File: src/rtl/core/scalar_kalman_snr_filter_macros.svh
// Assertion macros shared by the filter RTL.
`ifndef SCALAR_KALMAN_SNR_FILTER_MACROS_SVH
`define SCALAR_KALMAN_SNR_FILTER_MACROS_SVH

`ifndef ASSERT_OFF
// Clocked check, masked while reset is high.
`define SKF_ASSERT(lbl, clk, rst, prop, msg) \
   lbl: assert property (@(posedge clk) disable iff (rst) (prop)) else $error(msg);
// Clocked check that also holds during reset.
`define SKF_ASSERT_ALWAYS(lbl, clk, prop, msg) \
   lbl: assert property (@(posedge clk) (prop)) else $error(msg);
`else
`define SKF_ASSERT(lbl, clk, rst, prop, msg)
`define SKF_ASSERT_ALWAYS(lbl, clk, prop, msg)
`endif

`endif

File: src/rtl/core/skf_pkg.sv
`timescale 1ns / 1ps
`default_nettype none
package skf_pkg;

   // Default fraction bits of the Q formats.
   localparam int FRACTION_BITS_DEF = 8;

   // Field and datapath widths.
   localparam int VAL_W   = 16;                 // Q8.8 values
   localparam int PRIOR_W = VAL_W + 1;          // covariance + process noise
   localparam int DEN_W   = PRIOR_W + 1;        // prior + measurement noise
   localparam int GAIN_W  = 17;                 // Q1.16, one included
   localparam int NUM_W   = PRIOR_W + 16 + 1;   // (prior << 16) + denom / 2
   localparam int INNOV_W = VAL_W + 1;
   localparam int MUL_W   = 18;                 // signed multiplier operand
   localparam int PROD_W  = 2 * MUL_W;

   localparam logic [GAIN_W-1:0] GAIN_ONE = GAIN_W'(65536);

   // Configuration register indexes.
   localparam int CSR_IDX_W = 1;
   localparam logic [CSR_IDX_W-1:0] CSR_PROCESS_NOISE     = 1'b0;
   localparam logic [CSR_IDX_W-1:0] CSR_MEASUREMENT_NOISE = 1'b1;

   // Sequencer states.
   typedef enum logic [4:0] {
      S_IDLE    = 5'b00001,
      S_DIV     = 5'b00010,
      S_MUL_EST = 5'b00100,
      S_MUL_COV = 5'b01000,
      S_DONE    = 5'b10000
   } state_type;

   // Divider status seen by the sequencer.
   typedef struct packed {
      logic busy;
      logic done;
   } skf_div_stat_type;

endpackage
`default_nettype wire

File: src/rtl/core/skf_mul.sv
`timescale 1ns / 1ps
`default_nettype none
// Shared signed multiplier with a registered product.
module skf_mul
   import skf_pkg::*;
(
   input  wire logic                     clock,
   input  wire logic                     enable,
   input  wire logic signed [MUL_W-1:0]  op_a,
   input  wire logic signed [MUL_W-1:0]  op_b,
   output      logic signed [PROD_W-1:0] product
);

   logic signed [PROD_W-1:0] product_ff, product_in;

   assign product_in = op_a * op_b;

   always_ff @(posedge clock) begin
      if (enable) begin
         product_ff <= product_in;
      end
   end

   assign product = product_ff;

endmodule
`default_nettype wire

File: config.mk
export PLATFORM = sky130hd
export DESIGN_NAME = skf_mul
export DESIGN_NICKNAME = d
export VERILOG_FILES = /design/src/rtl/core/scalar_kalman_snr_filter_macros.svh /design/src/rtl/core/skf_pkg.sv /design/src/rtl/core/skf_mul.sv
export SDC_FILE = /design/constraint.sdc
export NUM_CORES = 1
export LEC_CHECK = 0
export BUFFER_PORTS_ARGS = -buffer_cell sky130_fd_sc_hd__buf_2
export CORE_ASPECT_RATIO = 1.25
export CORE_MARGIN = 2
export CORE_UTILIZATION = 45
export CTS_CLUSTER_DIAMETER = 120
export DETAILED_ROUTE_END_ITERATION = 16
export PLACE_DENSITY = 0.73
export SLEW_MARGIN = 40
export SYNTH_ARGS = -nofsm -noshare
export SYNTH_HDL_FRONTEND = slang
export SYNTH_SLANG_ARGS = --single-unit
File: constraint.sdc
create_clock -name clock -period 11.5 [get_ports clock]
set_input_delay 0.575 -clock clock [delete_from_list [all_inputs] [get_ports clock]]
set_output_delay 0.575 -clock clock [all_outputs]
set_load 0.1 [all_outputs]
==> out/qor.txt <==
startpoint types -> primary input
data required time of the worst path -> 11540 ps
max frequency -> 153 MHz
per-cell routed wire length -> 17.2 µm
P&R area growth vs syn -> 6.77%
largest net degree at the start of global routing -> 37
initial antenna violation count -> 0
die area -> 31000 µm²
Top-Level Pins -> 74
Post-Syn Nets -> 1844
n_diodes -> 0
RSZ-0062 raised after global routing -> false
Cells after Synth -> 1384
final worst path period share -> 56.9%
met3 usage -> 2.28%
standard-cell rows -> 70
post-route ant nets -> 0
busiest grt layer -> met2
drt first pass iters -> 5
core area -> 29200 µm²
Compound-Gate Fraction of Synth Area -> 4.60%
share of layout cells above drive strength 1 -> 6.56%
CP Max Fanout -> 18
Max Cap Viol -> 0
total CTS buffers -> 5
# DRC -> 0
Final Max Slew Viols -> 0
EDFF count, synth -> 36
first-pass GRT wire length -> 51800 µm
Port Buf Inserts -> 73
post-synthesis simple-gate area fraction -> 14.8%
final hold violations -> 0
synth unique cells -> 44
clk root buf -> clkbuf_16
dominant synthesized flop cell -> edfxtp_1
Post-Syn Area per Cell -> 9.62 µm²
remaining global-route overflow -> 0
vias post-DR -> 9348
H-tree depth -> 2
Clock Path Buffers -> 2
actual slew at the worst max-slew pin -> 525 ps
Overall Global Routing Usage -> 21.7%
DR vias/cell -> 5.15
initial core utilization -> 45.6%
status -> complete, no violations
# nets final -> 1877
Worst Setup EP -> product[35]
worst hold path type -> primary input to flop
synthesized flop and latch total -> 36
area share of fa/ha/maj cells after synthesis -> 58.2%
Post-Synth XOR/XNOR Area -> 2.43%
met2 usage -> 41.7%
sequential area share after synthesis -> 8.12%
final setup fails -> 0
HPWL Detailed -> 26100 µm
largest family of logic cells by synthesized area -> adder cells
routability cong. -> 0.886
max FFs per register -> 36
crit end category -> flop
CTS tree -> yes
post-CTS resize count -> 0
vias in the first global route -> 10400
Post-CTS Hold Buffers -> 0
clock sinks -> 36
worst endpoint data arrival time -> 6590 ps
Die Span Y -> 196 µm
grt met1 use -> 23.7%
Setup Fix Bufs, Post-CTS -> 0
post-route setup TNS -> 0 ps
Initial DRC Count -> 432
Total Wirelength -> 31300 µm
FF+latch area -> 1080 µm²
post-synthesis mux area share -> 0.0846%
fin crit period -> 6540 ps
Rel. slew slack -> 64.6%
multi-input logic area -> 10700 µm²
register clock-pin slew on the reported worst setup and hold paths -> 60 ps
post-synthesis async set-or-reset flop share -> 0%
critical setup path kind -> primary input to flop
Yosys warnings -> 0
Die Wd -> 158 µm
mapped cell area -> 13300 µm²
Setup crit start -> op_b[3]
FILL cells -> 2716
==> layout make-up <==
type	instances	area share, %
clock buffer	5	0.880
clock inverter	3	0.634
inverter	368	9.72
multi-input combinational	933	75.1
sequential	36	7.61
tap	396	3.49
timing repair buffer	73	2.59
==> worst min-delay path by stage <==
stage / start / depth (start not counted) / slack, ps / endpoint
global route: enable / 1 / 780 / product[35]
global placement: product[8] / 1 / 1200 / product[8]
floorplan: enable / 0 / 690 / product[0]
CTS: op_b[0] / 2 / 890 / product[0]
finish: enable / 1 / 760 / product[26]
detailed placement: product[26] / 1 / 1200 / product[26]
==> synth_stat cells (all sizes together), types with 12 or more instances <==
cell type	n	share of area, %
nor2b	14	0.66
o21ai	12	0.48
nor2	12	0.34
xnor2	31	2.0
edfxtp	36	8.1
a21o	13	0.73
ha	93	8.7
inv	368	10
nand2	166	4.7
fa	329	49
a21oi	30	1.1
and2	162	7.6
clkbuf	46	1.3
==> cells by family (layout without fill, tap and decap cells) <==
| logic type | count (synthesis) | count (layout) |
|---|---|---|
| compound gates | 89 | 89 |
| xor+xnor | 37 | 37 |
| fa+ha+maj | 422 | 422 |
| buf+inv | 415 | 449 |
| flops | 36 | 36 |
| mux | 1 | 1 |
| simple gates | 384 | 384 |
==> routing by layer <==
layer	share of wire, %	wire length, µm
met1	35	10900
met2	57	17900
met3	3.4	1050
met4	4.6	1430
met5	0	0
==> layout by cell type (no fill, tap or decap), types with 2 or more instances in the layout <==
cell       instances
xnor2_1           31
fa_1             329
nor3_2             2
buf_2             72
inv_1            368
xor2_1             6
nand3_1            4
a211oi_2           3
o21bai_1           4
o21a_1             7
nor2b_1           14
and2_1           162
a31oi_1            2
clkbuf_16          5
a21o_1            13
nor2_1            12
nand2_1          166
bufinv_16          3
o211a_1            2
o211ai_1           4
edfxtp_1          36
nor3_1             3
ha_1              93
a21oi_1           30
o21ai_0            6
a211oi_1           3
and3_1             9
nand2b_1           7
o21ai_1            5
==> per-stage QoR <==
step	util (%)	worst slack (ps)	instance area, µm²	instances	hold slack [ps]
final	48.7	4960	14200	1814	757
after detailed placement	48.0	4610	14000	1806	1200
after global placement	48.0	4790	14000	1806	1200
after floorplan	-	4930	13300	1384	687
after global routing	48.7	4560	14200	1814	784
after CTS	48.7	4910	14200	1814	893
==> critical path, cell delays in order <==
cell	delay, ps
buf_2	330
nand2_1	220
fa_1	570
inv_1	140
fa_1	860
fa_1	520
fa_1	520
fa_1	500
inv_1	60
fa_1	470
inv_1	50
ha_1	370
a21o_1	210
a21o_1	160
a21o_1	210
nand3b_1	160
nor3_1	190
nor3_2	110
a211oi_2	220
xnor2_1	90
Power is not shown: default switching activity piles up to over one toggle a cycle in this logic, so the estimate is an artifact.
