**src/rtl/core/scalar_kalman_snr_filter_macros.svh**
```systemverilog
// Assertion macros shared by the filter RTL.
`ifndef SCALAR_KALMAN_SNR_FILTER_MACROS_SVH
`define SCALAR_KALMAN_SNR_FILTER_MACROS_SVH

`ifndef ASSERT_OFF
// Clocked check, masked while reset is high.
`define SKF_ASSERT(lbl, clk, rst, prop, msg) \
   lbl: assert property (@(posedge clk) disable iff (rst) (prop)) else $error(msg);
// Clocked check that also holds during reset.
`define SKF_ASSERT_ALWAYS(lbl, clk, prop, msg) \
   lbl: assert property (@(posedge clk) (prop)) else $error(msg);
`else
`define SKF_ASSERT(lbl, clk, rst, prop, msg)
`define SKF_ASSERT_ALWAYS(lbl, clk, prop, msg)
`endif

`endif

```
**src/rtl/core/skf_pkg.sv**
```systemverilog
`timescale 1ns / 1ps
`default_nettype none
package skf_pkg;

   // Default fraction bits of the Q formats.
   localparam int FRACTION_BITS_DEF = 8;

   // Field and datapath widths.
   localparam int VAL_W   = 16;                 // Q8.8 values
   localparam int PRIOR_W = VAL_W + 1;          // covariance + process noise
   localparam int DEN_W   = PRIOR_W + 1;        // prior + measurement noise
   localparam int GAIN_W  = 17;                 // Q1.16, one included
   localparam int NUM_W   = PRIOR_W + 16 + 1;   // (prior << 16) + denom / 2
   localparam int INNOV_W = VAL_W + 1;
   localparam int MUL_W   = 18;                 // signed multiplier operand
   localparam int PROD_W  = 2 * MUL_W;

   localparam logic [GAIN_W-1:0] GAIN_ONE = GAIN_W'(65536);

   // Configuration register indexes.
   localparam int CSR_IDX_W = 1;
   localparam logic [CSR_IDX_W-1:0] CSR_PROCESS_NOISE     = 1'b0;
   localparam logic [CSR_IDX_W-1:0] CSR_MEASUREMENT_NOISE = 1'b1;

   // Sequencer states.
   typedef enum logic [4:0] {
      S_IDLE    = 5'b00001,
      S_DIV     = 5'b00010,
      S_MUL_EST = 5'b00100,
      S_MUL_COV = 5'b01000,
      S_DONE    = 5'b10000
   } state_type;

   // Divider status seen by the sequencer.
   typedef struct packed {
      logic busy;
      logic done;
   } skf_div_stat_type;

endpackage
`default_nettype wire

```
**src/rtl/core/skf_div.sv**
```systemverilog
`timescale 1ns / 1ps
`default_nettype none
`include "scalar_kalman_snr_filter_macros.svh"
// Restoring divider: one compare/subtract per cycle, one quotient bit per cycle.
module skf_div
   import skf_pkg::*;
(
   input  wire logic                clock,
   input  wire logic                reset,
   input  wire logic                start,
   input  wire logic [NUM_W-1:0]    numerator,
   input  wire logic [DEN_W-1:0]    divisor,
   output      logic [GAIN_W-1:0]   quotient,
   output      skf_div_stat_type    stat
);

   localparam int CntW = $clog2(GAIN_W + 1);

   logic [DEN_W-1:0]  rem_ff, rem_in;
   logic [GAIN_W-1:0] low_ff, low_in;
   logic [GAIN_W-1:0] quo_ff, quo_in;
   logic [DEN_W-1:0]  dsr_ff, dsr_in;
   logic [CntW-1:0]   cnt_ff, cnt_in;
   logic              done_ff, done_in;

   logic [DEN_W:0] trial;
   logic [DEN_W:0] diff;
   logic           fits;

   // Shared compare/subtract unit
   always_comb begin
      trial = {rem_ff, low_ff[GAIN_W-1]};
      diff  = trial - {1'b0, dsr_ff};
      fits  = trial >= {1'b0, dsr_ff};
   end

   // Step control
   always_comb begin
      rem_in  = rem_ff;
      low_in  = low_ff;
      quo_in  = quo_ff;
      dsr_in  = dsr_ff;
      cnt_in  = cnt_ff;
      done_in = 1'b0;
      if (start) begin
         // high part is below the divisor, so the quotient fits GAIN_W bits
         rem_in = DEN_W'(numerator[NUM_W-1:GAIN_W]);
         low_in = numerator[GAIN_W-1:0];
         quo_in = '0;
         dsr_in = divisor;
         cnt_in = CntW'(GAIN_W);
      end else if (cnt_ff != '0) begin
         rem_in  = fits ? diff[DEN_W-1:0] : trial[DEN_W-1:0];
         low_in  = {low_ff[GAIN_W-2:0], 1'b0};
         quo_in  = {quo_ff[GAIN_W-2:0], fits};
         cnt_in  = cnt_ff - CntW'(1);
         done_in = (cnt_ff == CntW'(1));
      end
   end

   always_ff @(posedge clock) begin
      if (reset) begin
         cnt_ff  <= '0;
         done_ff <= 1'b0;
      end else begin
         cnt_ff  <= cnt_in;
         done_ff <= done_in;
      end
   end

   always_ff @(posedge clock) begin
      rem_ff <= rem_in;
      low_ff <= low_in;
      quo_ff <= quo_in;
      dsr_ff <= dsr_in;
   end

   assign quotient  = quo_ff;
   assign stat.busy = (cnt_ff != '0);
   assign stat.done = done_ff;

   `SKF_ASSERT(a_div_done_pulse, clock, reset, stat.done |=> !stat.done, "divider done held")
   `SKF_ASSERT(a_div_start_busy, clock, reset, start |=> stat.busy, "divider did not start")
   `SKF_ASSERT(a_div_no_restart, clock, reset, stat.busy |-> !start, "divider restarted while busy")

endmodule
`default_nettype wire

```
**config.mk**
```make
export PLATFORM = sky130hd
export DESIGN_NAME = skf_div
export DESIGN_NICKNAME = d
export VERILOG_FILES = /design/src/rtl/core/skf_pkg.sv /design/src/rtl/core/skf_div.sv
export VERILOG_INCLUDE_DIRS = /design/src /design/src/rtl/core
export SDC_FILE = /design/constraint.sdc
export NUM_CORES = 1
export LEC_CHECK = 0
export ABC_AREA = 1
export BUFFER_PORTS_ARGS = -buffer_cell sky130_fd_sc_hd__buf_2
export CAP_MARGIN = 20
export CELL_PAD_IN_SITES_DETAIL_PLACEMENT = 0
export CELL_PAD_IN_SITES_GLOBAL_PLACEMENT = 1
export CORE_MARGIN = 5
export CORE_UTILIZATION = 43
export CTS_BUF_LIST = sky130_fd_sc_hd__clkbuf_4 sky130_fd_sc_hd__clkbuf_8
export CTS_CLUSTER_SIZE = 16
export DETAILED_ROUTE_END_ITERATION = 10
export GPL_ROUTABILITY_DRIVEN = 0
export HOLD_SLACK_MARGIN = 0.03
export PLACE_DENSITY = 0.86
export SLEW_MARGIN = 20
export SYNTH_ARGS = -nofsm -noshare
export SYNTH_HDL_FRONTEND = slang
export SYNTH_SLANG_ARGS = --single-unit
```
**constraint.sdc**
```tcl
create_clock -name clock -period 2.95 [get_ports clock]
set_input_delay 0.1475 -clock clock [delete_from_list [all_inputs] [get_ports clock]]
set_output_delay 0.1475 -clock clock [all_outputs]
set_load 0.02 [all_outputs]
```
==> flow_metrics.py <==
metrics = {
    "die": {
        "rows": 35,
        "die_x_um": 108,
        "coreArea_mm2": 0.00933,
        "boundaryPins": 74,
        "die_h_um": 108,
        "dieArea_mm2": 0.0117,
        "initial_core_util_pct": 44.4,
    },
    "finish": {
        "seqCellArea_mm2": 0.00204,
        "final_cells": 737,
        "multi_input_area_mm2": 0.00171,
        "areaGrowthSynthToFinish_pct": 21.0,
        "final_cell_mix": "nand2_1, inv_1, buf_2",
        "final_area_mm2": 0.00502,
        "fillCellCount": 903,
        "layout_commonest_cell": "nand2_1",
        "nNetsFinal": 680,
        "diodes": 0,
        "drive_gt1_share_pct": 16.9,
        "utilization_pct": 53.8,
    },
    "worst_hold_path": {
        "hold_end": "low_ff[9]$_DFFE_PP_",
        "min_from": "numerator[9]",
        "hp-class": "input port to flop",
        "hold_path_depth": 3,
    },
    "drt": {
        "dr.pass1.iters": 4,
        "drt_wl_total_um": 9350,
        "dr_total_vias": 3479,
        "drc_errors": 0,
        "ant_nets": 0,
        "vias_per_cell": 4.72,
        "drt_iter0_markers": 153,
        "wl_per_cell_um": 12.7,
    },
    "yosys": {
        "synthCells": 512,
        "post_synth_num_cell_types": 32,
        "synth_compound_area_share_pct": 7.09,
        "synth_flop_cell": "edfxtp_1",
        "ys_async_sr_fraction_pct": 0,
        "ys_warn_count": 0,
        "synth-adder-area-share_pct": 6.82,
        "netlist_area_mm2": 0.00415,
        "syn_area_per_cell_um2": 8.10,
        "synth-xor-area-share_pct": 2.32,
        "ys_seq_area_share_pct": 49.3,
        "synth_top_area_cell": "edfxtp_1",
        "synth_top_area_share_pct": 37.7,
        "muxShareOfSynthArea_pct": 0,
        "syn-num-nets": 589,
        "synth_edf_count": 52,
        "yosys.area_share.simple_pct": 25.0,
        "yosys-top-cells-area": "edfxtp_1, nand2_1, dfxtp_1",
        "synth-seq-cells": 76,
        "synth_top_family_by_area": "simple AND/OR/NAND/NOR gates",
    },
    "power": {
        "combPwrFrac_pct": 45.3,
        "seqPwrFrac_pct": 35.3,
        "max-vdd-ir-drop_mv": 0.406,
        "switching_share_pct": 40.7,
        "power_leakage_uw": 0.00249,
        "p_per_area_mw_per_mm2": 858,
        "clkPwrFrac_pct": 19.4,
        "internal_power_uw": 2550,
        "p_switching_uw": 1750,
    },
    "critical_path": {
        "reg2reg_to": "rem_ff[12]$_DFFE_PP_",
        "r2r_cells": 13,
        "crit_type": "flop to flop",
        "path_max_fanout": 22,
        "critPathRequiredTime_ns": 3.06,
        "slowest_delay_ns": 0.42,
        "r2r_setup_slack_ns": 0.58,
        "crit_path_cell_trace": "ha_1, nand2_1, inv_1, nand2_1, nand2_1, a21oi_1, nand2_2, nand2_2, nand2_4, inv_4, nand2_1, nand3_1, nand2_1",
        "startpoint_type": "flop",
        "cp_common_cell": "nand2_1",
        "startpoint": "rem_ff[12]$_DFFE_PP_",
        "crit_arrival_ns": 2.48,
        "cp_top_family": "simple AND/OR/NAND/NOR gates",
        "worst_setup_path_end_kind": "flop",
        "r2r-start": "rem_ff[12]$_DFFE_PP_",
        "slowest_stage": "edfxtp_1",
        "critPathBufInv": 2,
    },
    "clock_tree": {
        "clkSinkCount": 76,
        "root_buffer": "clkbuf_8",
        "holdBufCountCts": 18,
        "htreeDepth": 3,
        "cts_resized": 0,
        "clk_latency_ns": 0.36,
        "post_cts_buffers": 0,
        "cts_buffers": 9,
        "cts_max_path_buffers": 2,
        "clkTransAtPathRegs_ns": 0.08,
        "cts_tree": "built",
    },
    "sta": {
        "setup_viol": 0,
        "rsz0062_at_grt": "no",
        "worst_slew_pin_slew_ns": 0.639,
        "drv_slew": 0,
        "hold_viol_final": 0,
        "fmax_mhz": 421,
        "slew_headroom_pct": 57.3,
        "post-route-min-period_ns": 2.37,
        "skew_ns": 0.0129,
        "timing.final.crit_share_pct": 80.5,
        "fin_tns_setup_ns": 0,
    },
    "grt": {
        "grt_pass1_vias": 3528,
        "track_usage_pct": 17.2,
        "grt.overflow.total": 0,
        "grt_pass1_wl_um": 15900,
        "grt_max_degree": 41,
        "grt_antenna_before_repair": 0,
    },
    "place": {
        "numPortBuffers": 73,
        "dpl.hpwl_um": 6740,
        "dp_cells": 703,
        "post_dp_cell_area_mm2": 0.00463,
    },
    "flow_run": {
        "maxCapViolations": 0,
    },
    "outcome": {
        "status": "complete, no violations",
    },
}
-- per-stage QoR --
stage | total power (µW) | hold slack, ns | setup slack [ns]
6_report | 4300 | 0.0502 | 0.575
3_3_place_gp | 3410 | 0.324 | 0.652
4_1_cts | 4330 | 0.0375 | 0.574
2_1_floorplan | 3060 | 0.246 | 0.378
3_5_place_dp | 3460 | 0.326 | 0.594
5_1_grt | 4700 | 0.0372 | 0.347
-- power groups by stage --
stage,clock network (µW),logic (µW),registers (µW)
after floorplan,0,1540,1520
after global placement,0,1880,1530
after detailed placement,0,1920,1540
after CTS,866,1950,1520
after global routing,911,2250,1540
final,837,1950,1520
-- final cells by class --
| cell class | count | area share (%) |
|---|---|---|
| flip-flops and latches | 76 | 40.7 |
| multi-input cells | 338 | 34.1 |
| clock inverters | 5 | 1.15 |
| inverters | 85 | 6.41 |
| repair buffers | 93 | 11.4 |
| clock buffers | 11 | 3.02 |
| well taps | 129 | 3.22 |
-- how the worst max path moves through the flow --
| stage | cells past startpoint | slack [ns] | to |
|---|---|---|---|
| 2_1_floorplan | 6 | 0.38 | low_ff[0]$_SDFFCE_PN0P_ |
| 3_3_place_gp | 13 | 0.65 | rem_ff[14]$_DFFE_PP_ |
| 3_5_place_dp | 13 | 0.59 | rem_ff[16]$_DFFE_PP_ |
| 4_1_cts | 13 | 0.57 | rem_ff[11]$_DFFE_PP_ |
| 5_1_grt | 13 | 0.35 | rem_ff[11]$_DFFE_PP_ |
| 6_report | 13 | 0.58 | rem_ff[12]$_DFFE_PP_ |
-- cells in the mapped netlist (2+ instances only) --
| master | instances |
|---|---|
| a21oi_1 | 19 |
| and2_1 | 2 |
| buf_4 | 2 |
| buf_6 | 2 |
| clkbuf_1 | 7 |
| dfxtp_1 | 24 |
| edfxtp_1 | 52 |
| ha_1 | 21 |
| inv_1 | 81 |
| inv_2 | 3 |
| nand2_1 | 176 |
| nand2_2 | 4 |
| nand3_1 | 37 |
| nor2_1 | 25 |
| nor3_1 | 3 |
| o21ai_0 | 11 |
| o21ai_1 | 4 |
| o22ai_1 | 16 |
| xnor2_1 | 9 |
| xor2_1 | 2 |
-- sequential cells by signal, indices dropped and copies added (netlist names) --
name      cells
quotient     17
rem_ff       18
low_ff       17
cnt_ff        5
dsr_ff       18
done_ff       1
-- per-layer routing --
| metal | up-vias | track usage [%] | share of wire [%] |
|---|---|---|---|
| met5 | - | 0 | 0 |
| met4 | 0 | 6.31 | 1.9 |
| met3 | 17 | 5.43 | 6.6 |
| met2 | 74 | 27.3 | 45 |
| met1 | 1571 | 22.1 | 47 |
| li1 | 1817 | - | - |
-- cells by family (layout without fill, tap and decap cells) --
| kind of cell | count (synthesis) | in the layout |
|---|---|---|
| AO/OA/AOI/OAI | 53 | 53 |
| AND/OR/NAND/NOR | 252 | 252 |
| adder cells (fa/ha/maj) | 22 | 22 |
| buffers and inverters | 98 | 194 |
| XOR/XNOR | 11 | 11 |
| flip-flops | 76 | 76 |
-- worst min-delay path, stage by stage --
cell     delay [ns]
buf_2          0.07
nand2_1        0.04
nand2_1        0.05
(Power assumes the default switching activity.)
